$ cat src/design/skbs_pkg.sv
// Shared types, sizes and the key normalisation function for the sorted key
// binary search block. No dependencies; skbs_front, skbs_level and the top level use it.
package skbs_pkg;

  localparam int TABLE_DEPTH = 256;
  localparam int KEY_CHARS   = 8;
  localparam int KEY_W       = 64;
  localparam int INDEX_W     = 8;
  localparam int POS_W       = 8;
  localparam int CFG_W       = 9;
  localparam int ADDR_W      = $clog2(TABLE_DEPTH);
  localparam int COUNT_W     = $clog2(TABLE_DEPTH + 1);
  localparam int LEVELS      = COUNT_W;

  typedef logic [COUNT_W-1:0] count_t;
  typedef logic [ADDR_W-1:0]  addr_t;
  typedef logic [POS_W-1:0]   pos_t;
  typedef logic [KEY_W-1:0]   key_t;

  typedef enum logic {
    OP_WRITE  = 1'b0,
    OP_SEARCH = 1'b1
  } op_t;

  typedef struct packed {
    logic               vld;
    op_t                op;
    logic [INDEX_W-1:0] index;
    key_t               key;
    count_t             lo;
    count_t             hi_ex;
    logic               done;
    logic               found;
    pos_t               position;
  } item_t;

  // A sign ends at its first zero byte and keeps at most KEY_CHARS bytes.
  function automatic key_t normalize_key(key_t k);
    key_t res;
    logic live;
    res  = '0;
    live = 1'b1;
    for (int b = 0; b < 8; b++) begin
      if (b >= KEY_CHARS || k[63-8*b -: 8] == 8'h00) live = 1'b0;
      if (live) res[63-8*b -: 8] = k[63-8*b -: 8];
    end
    return res;
  endfunction

endpackage

$ cat src/design/skbs_req_if.sv
// Request channel of the sorted key binary search block: write or search items.
// Uses no package.
interface skbs_req_if;
  logic        valid;
  logic        ready;
  logic        operation;
  logic [7:0]  entry_index;
  logic [63:0] key;

  modport source(output valid, operation, entry_index, key, input ready);
  modport sink(input valid, operation, entry_index, key, output ready);
endinterface

$ cat src/design/skbs_front.sv
// Entry stage: registers an accepted item, normalises its key and sets up the
// initial search range. Depends on skbs_pkg and skbs_req_if.
module skbs_front (
  input  logic                       clk,
  input  logic                       rst,
  input  logic                       advance,
  input  logic [skbs_pkg::CFG_W-1:0] entry_count,
  skbs_req_if.sink                   req,
  output skbs_pkg::item_t            item_out
);

  skbs_pkg::item_t   item_next;
  skbs_pkg::count_t  count;

  assign req.ready = advance;

  always_comb begin
    if (32'(entry_count) > 32'(skbs_pkg::TABLE_DEPTH)) begin
      count = skbs_pkg::count_t'(skbs_pkg::TABLE_DEPTH);
    end else begin
      count = skbs_pkg::count_t'(entry_count);
    end
    item_next.vld      = req.valid;
    item_next.op       = skbs_pkg::op_t'(req.operation);
    item_next.index    = req.entry_index;
    item_next.key      = skbs_pkg::normalize_key(req.key);
    item_next.lo       = '0;
    item_next.hi_ex    = count;
    item_next.done     = 1'b0;
    item_next.found    = 1'b0;
    item_next.position = '0;
  end

  always_ff @(posedge clk) begin
    if (rst) begin
      item_out.vld <= 1'b0;
    end else if (advance) begin
      item_out <= item_next;
    end
  end

endmodule

$ cat src/flat_wrapper.sv
// flat-port wrapper written by rule: the top's interface ports become plain ports
module skbs_front_flat 
  (clk, rst, advance, entry_count, item_out, req_valid, req_operation, req_entry_index, req_key, req_ready);
  skbs_req_if req_i ();
  input  logic clk;
  input  logic rst;
  input  logic advance;
  input  logic [skbs_pkg::CFG_W-1:0] entry_count;
  output skbs_pkg::item_t item_out;
  input wire logic [$bits(req_i.valid)-1:0] req_valid;
  input wire logic [$bits(req_i.operation)-1:0] req_operation;
  input wire logic [$bits(req_i.entry_index)-1:0] req_entry_index;
  input wire logic [$bits(req_i.key)-1:0] req_key;
  output wire logic [$bits(req_i.ready)-1:0] req_ready;
  assign req_i.valid = req_valid;
  assign req_i.operation = req_operation;
  assign req_i.entry_index = req_entry_index;
  assign req_i.key = req_key;
  assign req_ready = req_i.ready;
  skbs_front u_core (.clk(clk), .rst(rst), .advance(advance), .entry_count(entry_count), .req(req_i), .item_out(item_out));
endmodule
$ cat config.mk
export PLATFORM = sky130hd
export DESIGN_NAME = skbs_front_flat
export DESIGN_NICKNAME = d
export VERILOG_FILES = /design/src/design/skbs_pkg.sv /design/src/design/skbs_req_if.sv /design/src/design/skbs_front.sv /design/src/flat_wrapper.sv
export SDC_FILE = /design/constraint.sdc
export NUM_CORES = 1
export LEC_CHECK = 0
export BUFFER_PORTS_ARGS = -buffer_cell sky130_fd_sc_hd__buf_4
export CAP_MARGIN = 5
export CORE_MARGIN = 1.5
export CORE_UTILIZATION = 40
export CTS_CLUSTER_DIAMETER = 120
export CTS_CLUSTER_SIZE = 14
export DETAILED_ROUTE_END_ITERATION = 16
export PLACE_DENSITY = 0.76
export SETUP_SLACK_MARGIN = 0.02
export SYNTH_ARGS = -nofsm -noshare
export SYNTH_HDL_FRONTEND = slang
export SYNTH_SLANG_ARGS = --single-unit
$ cat constraint.sdc
create_clock -name clk -period 4.44 [get_ports clk]
set_clock_uncertainty 0.15 [all_clocks]
set_input_delay 0.222 -clock clk [delete_from_list [all_inputs] [get_ports clk]]
set_output_delay 0.222 -clock clk [all_outputs]
set_load 0.02 [all_outputs]
# Yosys cells after proc, flatten, opt, wreduce, memory -nomap -nowiden
# Index checks and enable logic that the tools add are counted.
# totals
in_bits	86
output_inout_bits	103
ff_bits	83
word_cells	31
# classes
order_cmp	1
reduce_logical	9
bitwise_logic	1
muxes	8
# op_table
cell	count
8-bit logical NOT	8
9-bit greater-than comparator, second input constant	1
1-bit 2-to-1 mux	8
2-bit AND reduction	1
1-bit NOT	1

# Longest topological paths before layout
# Gate-level depths: netlist (run 1).
# depth
word_depth	9
ltp_mapped	6
ltp_nobuf	4

# Worst setup path before layout (run 1)
# Ideal clock, no wire load.
# synth_timing
kind	input to register
startpoint	input port rst
endpoint	register u_core.item_out[100] (netlist name)
cell_stages	1
required_time_ps	3756
setup_time_ps	534
path_buffers	0
arrival_ps	3877
setup_slack_ps	-121
cell_sequence	nor2b_1
# synth_via
elab_chain_len	2
# synth_rtl
element	line_no	text
start, declared	flat_wrapper.sv:6	input logic rst;
1-bit NOT (no source line)	n/a	
2-bit AND reduction (no source line)	n/a	
# Every way passes these cells.
# A chain may end at the register's enable or synchronous reset.

# Final worst setup path (run 1)
# layout_timing
startpoint	input port req_key[49]
endpoint	register u_core.item_out[29] (netlist name)
# layout_via
elab_chain_len	8
# layout_rtl
element	line_no	text
start, declared	flat_wrapper.sv:13	input wire logic [$bits(req_i.key)-1:0] req_key;
8-bit logical NOT	skbs_pkg.sv:44	if (b >= KEY_CHARS || k[63-8*b -: 8] == 8'h00) live = 1'b0;
1-bit 2-to-1 mux (7 in a row)	skbs_pkg.sv:44	
# Every way passes these cells.

==> impl_metrics.prom, run 1 <==
# TYPE chip_impl_metric gauge
chip_impl_info{name="top_registers",value="u_core.item_out (83)"} 1
chip_impl_metric{name="r2r.worst_path.cells",unit=""} 3
chip_impl_metric{name="global_route_wire_length_before_repair",unit="microns"} 11330
chip_impl_metric{name="synth.yosys.seq_area_share",unit="%"} 72.94
chip_impl_metric{name="powerDensity",unit="nW/um^2"} 346.0
chip_impl_metric{name="syn_area_per_cell",unit="sq um"} 13.83
chip_impl_metric{name="via_per_inst",unit=""} 4.698
chip_impl_metric{name="post_route_cells_drive_above_1_share",unit="%"} 44.37
chip_impl_metric{name="syn-instance-count",unit=""} 246
chip_impl_metric{name="grt_max_degree",unit=""} 83
chip_impl_metric{name="row_count",unit=""} 33
chip_impl_info{name="regMostFlops",value="u_core.item_out"} 1
chip_impl_info{name="startpoint_to_endpoint_class_of_the_critical_path",value="in -> reg"} 1
chip_impl_metric{name="worst_ir_drop_vdd",unit="mV"} 0.1259
chip_impl_metric{name="via_count_of_the_first_global_routing_pass",unit=""} 2293
chip_impl_metric{name="totalPowerFinal",unit="mW"} 1.748
chip_impl_metric{name="finish.net_count",unit=""} 516
chip_impl_metric{name="arrival",unit="ns"} 2.07
chip_impl_metric{name="initial_core_util",unit="%"} 41.42
chip_impl_info{name="status",value="finished, final reports clean"} 1
chip_impl_metric{name="routed-wl-met3",unit="microns"} 748
chip_impl_metric{name="finalCritPeriodShare",unit="%"} 48.26
chip_impl_metric{name="max_slew_margin",unit="%"} 31.59
chip_impl_metric{name="synth_xor_area_share",unit="%"} 0
chip_impl_info{name="critical_path.top_delay_family",value="simple AND/OR/NAND/NOR gates"} 1
chip_impl_metric{name="antenna_found_initial",unit=""} 0
chip_impl_metric{name="post_synth_mux_area_share",unit="%"} 0.2941
chip_impl_metric{name="postCtsSetupBuffers",unit=""} 0
chip_impl_metric{name="route.vias.total",unit=""} 2537
chip_impl_info{name="cells_traversed_along_the_worst_timing_path",value="dlygate4sd3_1 -> buf_4 -> nor4_1 -> nand2_1 -> nand2_2 -> nor4_1"} 1
chip_impl_metric{name="numCtsBuffers",unit=""} 9
chip_impl_metric{name="report.final.hold_viol_count",unit=""} 0
chip_impl_metric{name="place.port_buffers",unit=""} 169
chip_impl_info{name="synth.top_cells.by_area",value="edfxtp_1, buf_4, nor4_1, and3_1, nand3_1"} 1
chip_impl_metric{name="clock_sink_count",unit=""} 83
chip_impl_metric{name="whs",unit="ns"} 0.02378
chip_impl_metric{name="synth_fa_ha_area_share",unit="%"} 0
chip_impl_metric{name="cts-root-to-sink-buffers",unit=""} 2
chip_impl_info{name="synth_top_family_by_area",value="simple AND/OR/NAND/NOR gates"} 1
chip_impl_info{name="library_cell_appearing_most_often_on_the_critical_path",value="nor4_1"} 1
chip_impl_info{name="crit_slowest_cell",value="dlygate4sd3_1"} 1
chip_impl_metric{name="crit_path_max_incr_delay",unit="ns"} 0.54
chip_impl_metric{name="netlist_area",unit="sq um"} 3403
chip_impl_metric{name="cp_bufs_invs",unit=""} 2
chip_impl_metric{name="drtAntennaViolNets",unit=""} 0
chip_impl_metric{name="synth_cell_types",unit=""} 21
chip_impl_metric{name="worstMarginPinSlew",unit="ns"} 1.026
chip_impl_metric{name="n_fill_cell",unit=""} 664
chip_impl_info{name="min-delay-path-class",value="in -> reg"} 1
chip_impl_metric{name="max_clock_freq",unit="MHz"} 466.7
chip_impl_info{name="cts_root_buffer",value="clkbuf_8"} 1
chip_impl_metric{name="critical_path.max_fanout",unit=""} 16
chip_impl_metric{name="register_bit_total_from_synthesis",unit=""} 83
chip_impl_info{name="timing.critical_path.to_type",value="flop"} 1
chip_impl_metric{name="synth-warning-count",unit=""} 0
chip_impl_metric{name="detailed_route_wire_length_on_metal_1",unit="microns"} 3105
chip_impl_metric{name="netlist.area_leader.share",unit="%"} 72.35
chip_impl_metric{name="globalplace.congestion",unit=""} 0.7585
chip_impl_metric{name="slew_violations",unit=""} 0
chip_impl_metric{name="setup_tns",unit="ns"} 0
chip_impl_info{name="grt_setup_unrepaired",value="false"} 1
chip_impl_metric{name="final.min_clock_period",unit="ns"} 2.143
chip_impl_metric{name="drc_errors",unit=""} 0
chip_impl_metric{name="worstSetupPathDepth",unit=""} 6
chip_impl_metric{name="synth_simple_gate_area_share",unit="%"} 19.45
chip_impl_metric{name="die_height",unit="microns"} 95.24
chip_impl_metric{name="detail_route.wirelength",unit="microns"} 7919
chip_impl_info{name="library_cell_with_the_largest_summed_area_after_synthesis",value="edfxtp_1"} 1
chip_impl_metric{name="syn2layout_area_growth",unit="%"} 48.46
chip_impl_metric{name="hold_depth",unit=""} 2
chip_impl_metric{name="clock_tree.htree_level_count",unit=""} 3
chip_impl_metric{name="dp_hpwl",unit="microns"} 5591
chip_impl_metric{name="finalSetupViolations",unit=""} 0
chip_impl_metric{name="cp_data_required_time",unit="ns"} 4.37
chip_impl_metric{name="static-leakage-power",unit="nW"} 2.205
chip_impl_info{name="worst_setup_path_start_kind",value="primary input"} 1
chip_impl_info{name="layout.cells.most_common_list",value="buf_4, edfxtp_1, nor4_1, dlygate4sd3_1, nand2_1"} 1
chip_impl_metric{name="maxCapViolations",unit=""} 0
chip_impl_metric{name="cts.reportedPaths.clkPinSlew",unit="ns"} 0.08
chip_impl_metric{name="routedWlPerCell",unit="microns"} 14.66
chip_impl_metric{name="synth-compound-area-share",unit="%"} 0
chip_impl_info{name="tritoncts",value="built"} 1
chip_impl_metric{name="globalRouteOverflowTotal",unit=""} 0
chip_impl_info{name="routed.top_layer",value="met4"} 1
chip_impl_metric{name="largest_register_ff_count",unit=""} 83
chip_impl_metric{name="grt_util_all_layers",unit="%"} 17.07
chip_impl_metric{name="antenna_cells",unit=""} 0
chip_impl_metric{name="core-area",unit="sq um"} 8217
chip_impl_metric{name="die_area",unit="sq um"} 9071
chip_impl_metric{name="firstDrtPassIters",unit=""} 4
chip_impl_metric{name="initialDrtViolationCount",unit=""} 106
chip_impl_metric{name="post_cts_resize_count",unit=""} 0
chip_impl_info{name="mostFrequentLayoutCell",value="buf_4"} 1
chip_impl_metric{name="design.portCount",unit=""} 189
chip_impl_metric{name="clock_latency_at_the_later_pin_of_the_worst_skew_pair",unit="ns"} 0.34
chip_impl_metric{name="met2_length",unit="microns"} 3862
chip_impl_metric{name="die_x",unit="microns"} 95.24
## power by group
part | internal, mW | switching, mW
combinational | 0.138 | 0.150
clock | 0.258 | 0.266
sequential | 0.921 | 0.0150
## worst paths after layout
| path | from | endpoint | slack, ns |
|---|---|---|---|
| setup / recovery | req_key[49] | u_core.item_out[29]$_SDFFCE_PN0P_ | 2.30 |
| hold / removal | req_key[52] | u_core.item_out[80]$_SDFFCE_PN0P_ | 0.02 |
| hold reg to reg | u_core.item_out[101]$_SDFFE_PP0P_ | u_core.item_out[101]$_SDFFE_PP0P_ | 0.92 |
| setup reg to reg | u_core.item_out[101]$_SDFFE_PP0P_ | u_core.item_out[101]$_SDFFE_PP0P_ | 3.14 |
## stage by stage
step	setup WS [ns]	cell area, sq um	util [%]	instances
after floorplan	1.490	3473	-	264
final	2.297	5052	61.49	540
after detailed placement	2.181	4641	56.48	502
after CTS	2.295	5052	61.49	540
after global routing	2.192	5052	61.49	540
after global placement	2.244	4641	56.48	502
## layout make-up
type	instances	area, sq um	area share [%]
clock buffer	9	123.9	2.452
clock inverter	7	67.56	1.337
multi-input combinational	144	750.7	14.86
sequential	83	2482	49.13
tap	105	131.4	2.600
timing repair buffer	192	1496	29.62
## timing repair
action,4_1_cts,5_1_grt
endpoints found under the hold margin,21,0
hold buffers,22,0
setup endpoints to repair,0,0
## synthesized netlist by cell type
| library cell | number |
|---|---|
| edfxtp_1 | 82 |
| nor4_1 | 22 |
| buf_4 | 21 |
| nand2_1 | 21 |
| nor2_1 | 17 |
| and3_1 | 16 |
| nand3_1 | 16 |
| clkbuf_1 | 11 |
| nor2b_1 | 9 |
| and2_1 | 8 |
| nor3_1 | 7 |
| nand2_2 | 5 |
| buf_2 | 2 |
| buf_6 | 2 |
| and2_4 | 1 |
| clkbuf_8 | 1 |
| conb_1 | 1 |
| dfxtp_1 | 1 |
| mux2i_1 | 1 |
| nand3_2 | 1 |
| nor3_2 | 1 |
## per-layer routing
layer  track usage (%)  vias up
li1                  -     1226
met3             5.981       15
met1             19.74     1164
met2             27.60      132
met4             9.453        0
met5                 0        -
## cell families after synthesis
| group | count (synthesis) |
|---|---|
| AND/OR/NAND/NOR | 124 |
| flip-flops | 83 |
| other | 1 |
| buffers and inverters | 37 |
| multiplexers | 1 |
Note: power is estimated with default switching activity, not from simulation.
==> inputs of run 2 (changes only) <==
Settings changed: ABC_AREA set to 1, CORE_UTILIZATION 40 to 44, PLACE_DENSITY 0.76 to 0.79.
Clock period 4.44 ns to 2 ns, I/O delays scaled along.
==> run 2 against run 1 <==
Synthesized cell count up 20%. Sequential share of layout area down 6.5 points. Clock power rose to 2.8 times the previous value. Cell count up 22%. Flip-flop and latch count unchanged.
==> impl_metrics.prom, run 2 <==
# TYPE chip_impl_metric gauge
chip_impl_info{name="status",value="finished, final reports clean"} 1
chip_impl_metric{name="die_height",unit="microns"} 91.34
chip_impl_metric{name="synth.yosys.seq_area_share",unit="%"} 72.30
chip_impl_metric{name="n_fill_cell",unit=""} 459
chip_impl_metric{name="antenna_found_initial",unit=""} 0
chip_impl_metric{name="static-leakage-power",unit="nW"} 2.709
chip_impl_info{name="startpoint_to_endpoint_class_of_the_critical_path",value="in -> reg"} 1
chip_impl_metric{name="register_bit_total_from_synthesis",unit=""} 83
chip_impl_metric{name="netlist.area_leader.share",unit="%"} 71.72
chip_impl_metric{name="core-area",unit="sq um"} 7647
chip_impl_metric{name="drc_errors",unit=""} 0
chip_impl_metric{name="synth_simple_gate_area_share",unit="%"} 14.29
chip_impl_metric{name="post_synth_mux_area_share",unit="%"} 0
chip_impl_metric{name="r2r.worst_path.cells",unit=""} 3
chip_impl_metric{name="global_route_wire_length_before_repair",unit="microns"} 15710
chip_impl_metric{name="slew_violations",unit=""} 0
chip_impl_metric{name="cts_hold_repair.buffers",unit=""} 84
chip_impl_metric{name="report.final.hold_viol_count",unit=""} 0
chip_impl_metric{name="cp_data_required_time",unit="ns"} 1.95
chip_impl_metric{name="via_count_of_the_first_global_routing_pass",unit=""} 3154
chip_impl_info{name="post-synth-top-count-cell",value="nor2_1"} 1
chip_impl_metric{name="finalSetupViolations",unit=""} 0
chip_impl_metric{name="worst_ir_drop_vdd",unit="mV"} 0.4071
chip_impl_metric{name="die_x",unit="microns"} 91.34
chip_impl_metric{name="finish.instance_area",unit="sq um"} 5821
chip_impl_metric{name="syn-instance-count",unit=""} 296
chip_impl_metric{name="cts-root-to-sink-buffers",unit=""} 2
chip_impl_info{name="post_synth_most_frequent_cells",value="nor2_1, edfxtp_1, inv_1"} 1
chip_impl_metric{name="globalplace.congestion",unit=""} 0.7401
chip_impl_metric{name="critical_path.max_fanout",unit=""} 9
chip_impl_metric{name="finalCritPeriodShare",unit="%"} 93.69
chip_impl_metric{name="drtAntennaViolNets",unit=""} 0
chip_impl_metric{name="place.port_buffers",unit=""} 169
chip_impl_metric{name="post_route_cells_drive_above_1_share",unit="%"} 34.59
chip_impl_metric{name="syn2layout_area_growth",unit="%"} 69.53
chip_impl_metric{name="initialDrtViolationCount",unit=""} 90
chip_impl_metric{name="dp_hpwl",unit="microns"} 5851
chip_impl_metric{name="placed_cells_incl_taps",unit=""} 557
chip_impl_metric{name="grt_max_degree",unit=""} 83
chip_impl_metric{name="synth_enable_flop_cells",unit=""} 82
chip_impl_metric{name="initial_core_util",unit="%"} 44.90
chip_impl_info{name="top_registers",value="u_core.item_out (83)"} 1
chip_impl_metric{name="grt_util_all_layers",unit="%"} 25.13
chip_impl_metric{name="clock_sink_count",unit=""} 83
chip_impl_metric{name="route.vias.total",unit=""} 2976
chip_impl_metric{name="dpl-instance-area",unit="sq um"} 4732
chip_impl_metric{name="max_clock_freq",unit="MHz"} 533.7
chip_impl_info{name="globalRoute.busiestLayer",value="met2"} 1
chip_impl_metric{name="finish.net_count",unit=""} 636
chip_impl_info{name="cts_root_buffer",value="clkbuf_8"} 1
chip_impl_metric{name="routedWlPerCell",unit="microns"} 15.44
chip_impl_metric{name="synth_cell_types",unit=""} 21
chip_impl_info{name="min-delay-path-class",value="in -> out"} 1
chip_impl_metric{name="postCtsSetupBuffers",unit=""} 0
chip_impl_metric{name="final.min_clock_period",unit="ns"} 1.874
chip_impl_info{name="tritoncts",value="built"} 1
chip_impl_metric{name="synth-warning-count",unit=""} 0
chip_impl_metric{name="met2_capacity_usage_during_global_routing",unit="%"} 45.90
chip_impl_info{name="mostFrequentLayoutCell",value="buf_4"} 1
chip_impl_metric{name="design.portCount",unit=""} 189
chip_impl_metric{name="firstDrtPassIters",unit=""} 4
chip_impl_metric{name="hold_depth",unit=""} 2
chip_impl_metric{name="clock_latency_at_the_later_pin_of_the_worst_skew_pair",unit="ns"} 0.35
chip_impl_metric{name="setup_tns",unit="ns"} 0
chip_impl_metric{name="numCtsBuffers",unit=""} 9
chip_impl_metric{name="globalRouteMet1Util",unit="%"} 26.26
chip_impl_metric{name="synth-compound-area-share",unit="%"} 0.3644
chip_impl_info{name="library_cell_with_the_largest_summed_area_after_synthesis",value="edfxtp_1"} 1
chip_impl_metric{name="globalRouteOverflowTotal",unit=""} 0
chip_impl_info{name="worst_setup_path_start_kind",value="primary input"} 1
chip_impl_info{name="grt_setup_unrepaired",value="false"} 1
chip_impl_metric{name="netlist_area",unit="sq um"} 3433
chip_impl_metric{name="die_area",unit="sq um"} 8342
chip_impl_info{name="timing.critical_path.to_type",value="flop"} 1
chip_impl_info{name="synth.top_cells.by_area",value="edfxtp_1, nor2_1, inv_1, buf_4, nand4_1"} 1
chip_impl_metric{name="row_count",unit=""} 32
chip_impl_metric{name="via_per_inst",unit=""} 4.530
chip_impl_info{name="synth_top_family_by_area",value="simple AND/OR/NAND/NOR gates"} 1
chip_impl_metric{name="totalPowerFinal",unit="mW"} 4.355
chip_impl_metric{name="final-instance-count-excl-fill",unit=""} 657
chip_impl_info{name="regMostFlops",value="u_core.item_out"} 1
chip_impl_metric{name="maxCapViolations",unit=""} 0
chip_impl_info{name="layout.cells.most_common_list",value="buf_4, nor2_1, dlygate4sd3_1, edfxtp_1, inv_1"} 1
chip_impl_metric{name="detail_route.wirelength",unit="microns"} 10140
chip_impl_metric{name="powerDensity",unit="nW/um^2"} 748.3
chip_impl_metric{name="synth_xor_area_share",unit="%"} 0
chip_impl_metric{name="async_reset_ff_share",unit="%"} 0
chip_impl_metric{name="arrival",unit="ns"} 1.82
chip_impl_metric{name="clock_tree.htree_level_count",unit=""} 3
chip_impl_metric{name="post_cts_resize_count",unit=""} 0
chip_impl_metric{name="synth_fa_ha_area_share",unit="%"} 0
chip_impl_info{name="primary_flip_flop_cell_chosen_by_synthesis_mapping",value="edfxtp_1"} 1
chip_impl_metric{name="cts.reportedPaths.clkPinSlew",unit="ns"} 0.08
chip_impl_metric{name="grt_util_met3",unit="%"} 8.375
chip_impl_metric{name="largest_register_ff_count",unit=""} 83
chip_impl_metric{name="antenna_cells",unit=""} 0
chip_impl_metric{name="syn_area_per_cell",unit="sq um"} 11.60
run 2: cell count changes in the layout (fill, tap and decap cells not counted), sizes merged, moves of 16 or more:
cell         delta
inv            +68
nor4           -19
nor2           +72
nand2          -17
and3           -16
dlygate4sd3    +62
run 2: cells by family after synthesis:
group                  after synthesis
buffers and inverters               96
other                                1
flip-flops                          83
AND/OR/NAND/NOR                    114
AO/OA/AOI/OAI                        2
run 2: per-stage QoR:
step / setup WS, ns / hold slack [ns] / utilization, %
after floorplan: 0.07511 / 0.01907 / -
after global placement: 0.4550 / 0.1290 / 61.88
after detailed placement: 0.4087 / 0.1297 / 61.88
after CTS: 0.2110 / 0.2792 / 76.11
after global routing: 0.06001 / 0.2892 / 76.11
final: 0.1262 / 0.2830 / 76.11
run 2: critical path: stages:
cell           delay, ns
dlygate4sd3_1       0.53
buf_4               0.14
nor2_1              0.19
nand4_1             0.27
nand4_4             0.26
nor2_4              0.06
nand2_1             0.19
nor2_1              0.08
run 2: final cells by class:
class,instances,area [sq um],share of cell area (%)
Clock buffer,9,123.9,2.128
Clock inverter,7,123.9,2.128
Inverter,67,251.5,4.321
Multi-Input combinational cell,135,581.8,9.996
Sequential cell,83,2482,42.65
Tap cell,102,127.6,2.193
Timing Repair Buffer,254,2130,36.59
run 2: metal layers:
metal  wire (microns)  vias up
met3              847       24
li1                 -     1395
met2             5331      179
met5                0        -
met4              263        0
met1             3698     1378
run 2: worst paths after layout:
check,startpoint,to,slack (ns)
max reg2reg,u_core.item_out[101]$_SDFFE_PP0P_,u_core.item_out[101]$_SDFFE_PP0P_,0.73
min,advance,req_ready,0.28
max,req_key[35],u_core.item_out[43]$_SDFFCE_PN0P_,0.13
min reg2reg,u_core.item_out[101]$_SDFFE_PP0P_,u_core.item_out[101]$_SDFFE_PP0P_,0.88
run 2: where the power goes:
group,internal (mW),leakage (nW),switching (mW)
Clock,0.840,0.120,0.640
Combinational,0.389,1.82,0.401
Sequential,2.04,0.771,0.0400
==> inputs of run 3 (changes only) <==
Settings changed: REMOVE_ABC_BUFFERS set to 1.
==> run 3 against run 2 <==
Worst hold slack got worse by 0.0081 ns. Setup slack improved by 0.048 ns. Sequential power about the same. Core utilization decreased by 0.56 points. Fmax increased by 2.6%. Via count decreased by 2.8%. Sequential share of layout area increased by 0.31 points. Critical endpoint is now u_core.item_out[41]$_SDFFCE_PN0P_. Highest routed layer unchanged.
==> impl_metrics.prom, run 3 (synthesized netlist as in run 2, its figures left out) <==
# TYPE chip_impl_metric gauge
chip_impl_metric{name="globalRouteOverflowTotal",unit=""} 0
chip_impl_info{name="worst_setup_path_start_kind",value="primary input"} 1
chip_impl_metric{name="powerDensity",unit="nW/um^2"} 705.2
chip_impl_info{name="top_registers",value="u_core.item_out (83)"} 1
chip_impl_metric{name="globalplace.congestion",unit=""} 0.7435
chip_impl_metric{name="grt_util_all_layers",unit="%"} 22.47
chip_impl_metric{name="crit_path_max_incr_delay",unit="ns"} 0.55
chip_impl_metric{name="postCtsSetupBuffers",unit=""} 0
chip_impl_info{name="min-delay-path-class",value="in -> out"} 1
chip_impl_metric{name="route.vias.total",unit=""} 2893
chip_impl_metric{name="dp_hpwl",unit="microns"} 5410
chip_impl_metric{name="clock_latency_at_the_later_pin_of_the_worst_skew_pair",unit="ns"} 0.35
chip_impl_info{name="library_cell_appearing_most_often_on_the_critical_path",value="nor2_1"} 1
chip_impl_metric{name="whs",unit="ns"} 0.2749
chip_impl_metric{name="post_route_cells_drive_above_1_share",unit="%"} 34.59
chip_impl_info{name="grt_setup_unrepaired",value="false"} 1
chip_impl_metric{name="drtAntennaViolNets",unit=""} 0
chip_impl_metric{name="routedWlPerCell",unit="microns"} 13.87
chip_impl_info{name="regMostFlops",value="u_core.item_out"} 1
chip_impl_metric{name="cts-root-to-sink-buffers",unit=""} 2
chip_impl_metric{name="cp_data_required_time",unit="ns"} 1.95
chip_impl_metric{name="antenna_found_initial",unit=""} 0
chip_impl_metric{name="via_per_inst",unit=""} 4.403
chip_impl_metric{name="core-area",unit="sq um"} 7647
chip_impl_metric{name="numCtsBuffers",unit=""} 9
chip_impl_metric{name="final.min_clock_period",unit="ns"} 1.825
chip_impl_info{name="startpoint_to_endpoint_class_of_the_critical_path",value="in -> reg"} 1
chip_impl_metric{name="die_area",unit="sq um"} 8342
chip_impl_metric{name="preCtsSetupSlack",unit="ns"} 0.4268
chip_impl_info{name="timing.critical_path.to_type",value="flop"} 1
chip_impl_info{name="tritoncts",value="built"} 1
chip_impl_info{name="status",value="finished, final reports clean"} 1
chip_impl_metric{name="clock_sink_count",unit=""} 83
chip_impl_metric{name="maxCapViolations",unit=""} 0
chip_impl_metric{name="firstDrtPassIters",unit=""} 4
chip_impl_metric{name="die_height",unit="microns"} 91.34
chip_impl_metric{name="max_clock_freq",unit="MHz"} 547.8
chip_impl_metric{name="finalCritPeriodShare",unit="%"} 91.27
chip_impl_metric{name="largest_register_ff_count",unit=""} 83
chip_impl_metric{name="grt_max_degree",unit=""} 83
chip_impl_info{name="layout.cells.most_common_list",value="buf_4, nor2_1, dlygate4sd3_1, edfxtp_1, inv_1"} 1
chip_impl_metric{name="report.final.hold_viol_count",unit=""} 0
chip_impl_metric{name="setup_tns",unit="ns"} 0
chip_impl_metric{name="arrival",unit="ns"} 1.77
chip_impl_metric{name="n_fill_cell",unit=""} 475
chip_impl_metric{name="worst_ir_drop_vdd",unit="mV"} 0.4627
chip_impl_info{name="cts_root_buffer",value="clkbuf_8"} 1
chip_impl_metric{name="cp_bufs_invs",unit=""} 2
chip_impl_metric{name="die_x",unit="microns"} 91.34
chip_impl_metric{name="place.port_buffers",unit=""} 169
chip_impl_metric{name="clock_tree.htree_level_count",unit=""} 3
chip_impl_metric{name="critical_path.max_fanout",unit=""} 9
chip_impl_metric{name="initial_core_util",unit="%"} 44.90
chip_impl_metric{name="via_count_of_the_first_global_routing_pass",unit=""} 3027
chip_impl_metric{name="syn2layout_area_growth",unit="%"} 68.29
chip_impl_metric{name="static-leakage-power",unit="nW"} 2.687
chip_impl_info{name="critical_path.top_delay_family",value="simple AND/OR/NAND/NOR gates"} 1
chip_impl_info{name="cells_traversed_along_the_worst_timing_path",value="dlygate4sd3_1 -> buf_4 -> nor2_1 -> nand2_1 -> nor2_1 -> nor2_4 -> nand4_4 -> nor2_4 -> nand2_1 -> nor2_1"} 1
chip_impl_metric{name="antenna_cells",unit=""} 0
chip_impl_info{name="crit_slowest_cell",value="dlygate4sd3_1"} 1
chip_impl_metric{name="detail_route.wirelength",unit="microns"} 9110
chip_impl_metric{name="finalSetupViolations",unit=""} 0
chip_impl_info{name="mostFrequentLayoutCell",value="buf_4"} 1
chip_impl_metric{name="slew_violations",unit=""} 0
chip_impl_metric{name="global_route_wire_length_before_repair",unit="microns"} 14170
chip_impl_metric{name="row_count",unit=""} 32
chip_impl_metric{name="setup_ws",unit="ns"} 0.1746
chip_impl_metric{name="cts.reportedPaths.clkPinSlew",unit="ns"} 0.08
chip_impl_metric{name="design.portCount",unit=""} 189
chip_impl_metric{name="finish.net_count",unit=""} 636
chip_impl_metric{name="initialDrtViolationCount",unit=""} 103
chip_impl_metric{name="drc_errors",unit=""} 0
[run 3: cell type report]
type	instances	area [sq um]	area share, %
inverters	67	251.5	4.353
clock inverters	7	76.32	1.321
flip-flops and latches	83	2482	42.96
clock buffers	9	123.9	2.144
repair buffers	254	2130	36.86
multi-input cells	135	586.8	10.16
well taps	102	127.6	2.209
[run 3: metal layers]
| layer | vias to the layer above | share of wire [%] | track usage, % |
|---|---|---|---|
| li1 | 1395 | - | - |
| met1 | 1325 | 38 | 23.72 |
| met2 | 150 | 52 | 41.17 |
| met3 | 23 | 7.9 | 5.695 |
| met4 | 0 | 2.5 | 11.07 |
| met5 | - | 0 | 0 |
[run 3: path summary, 6_finish.rpt]
check / from / slack [ns] / end / depth (start not counted)
max: req_key[59] / 0.17 / u_core.item_out[41]$_SDFFCE_PN0P_ / 10
min: advance / 0.27 / req_ready / 2
max reg2reg: u_core.item_out[101]$_SDFFE_PP0P_ / 0.72 / u_core.item_out[101]$_SDFFE_PP0P_ / 3
min reg2reg: u_core.item_out[101]$_SDFFE_PP0P_ / 0.88 / u_core.item_out[101]$_SDFFE_PP0P_ / 3
[run 3: timing repair]
action                                  in CTS  in global routing
gates resized for setup                      0                  1
endpoints found under the setup margin       0                  3
hold buffers                                84                  0
hold endpoints to repair                    83                  0
[run 3: power breakdown]
part           switching [mW]  total [mW]  internal (mW)
sequential             0.0346        2.08           2.04
combinational           0.392       0.781          0.389
clock                   0.630        1.21          0.585
[run 3: metrics by stage]
stage                     utilization (%)  instances  power, mW  cell area [sq um]
after floorplan                         -        285      2.407               3308
after global placement              61.88        557      2.738               4732
after detailed placement            61.88        557      2.751               4732
after CTS                           75.49        657      4.082               5773
after global routing                75.56        657      4.213               5778
final                               75.56        657      4.075               5778
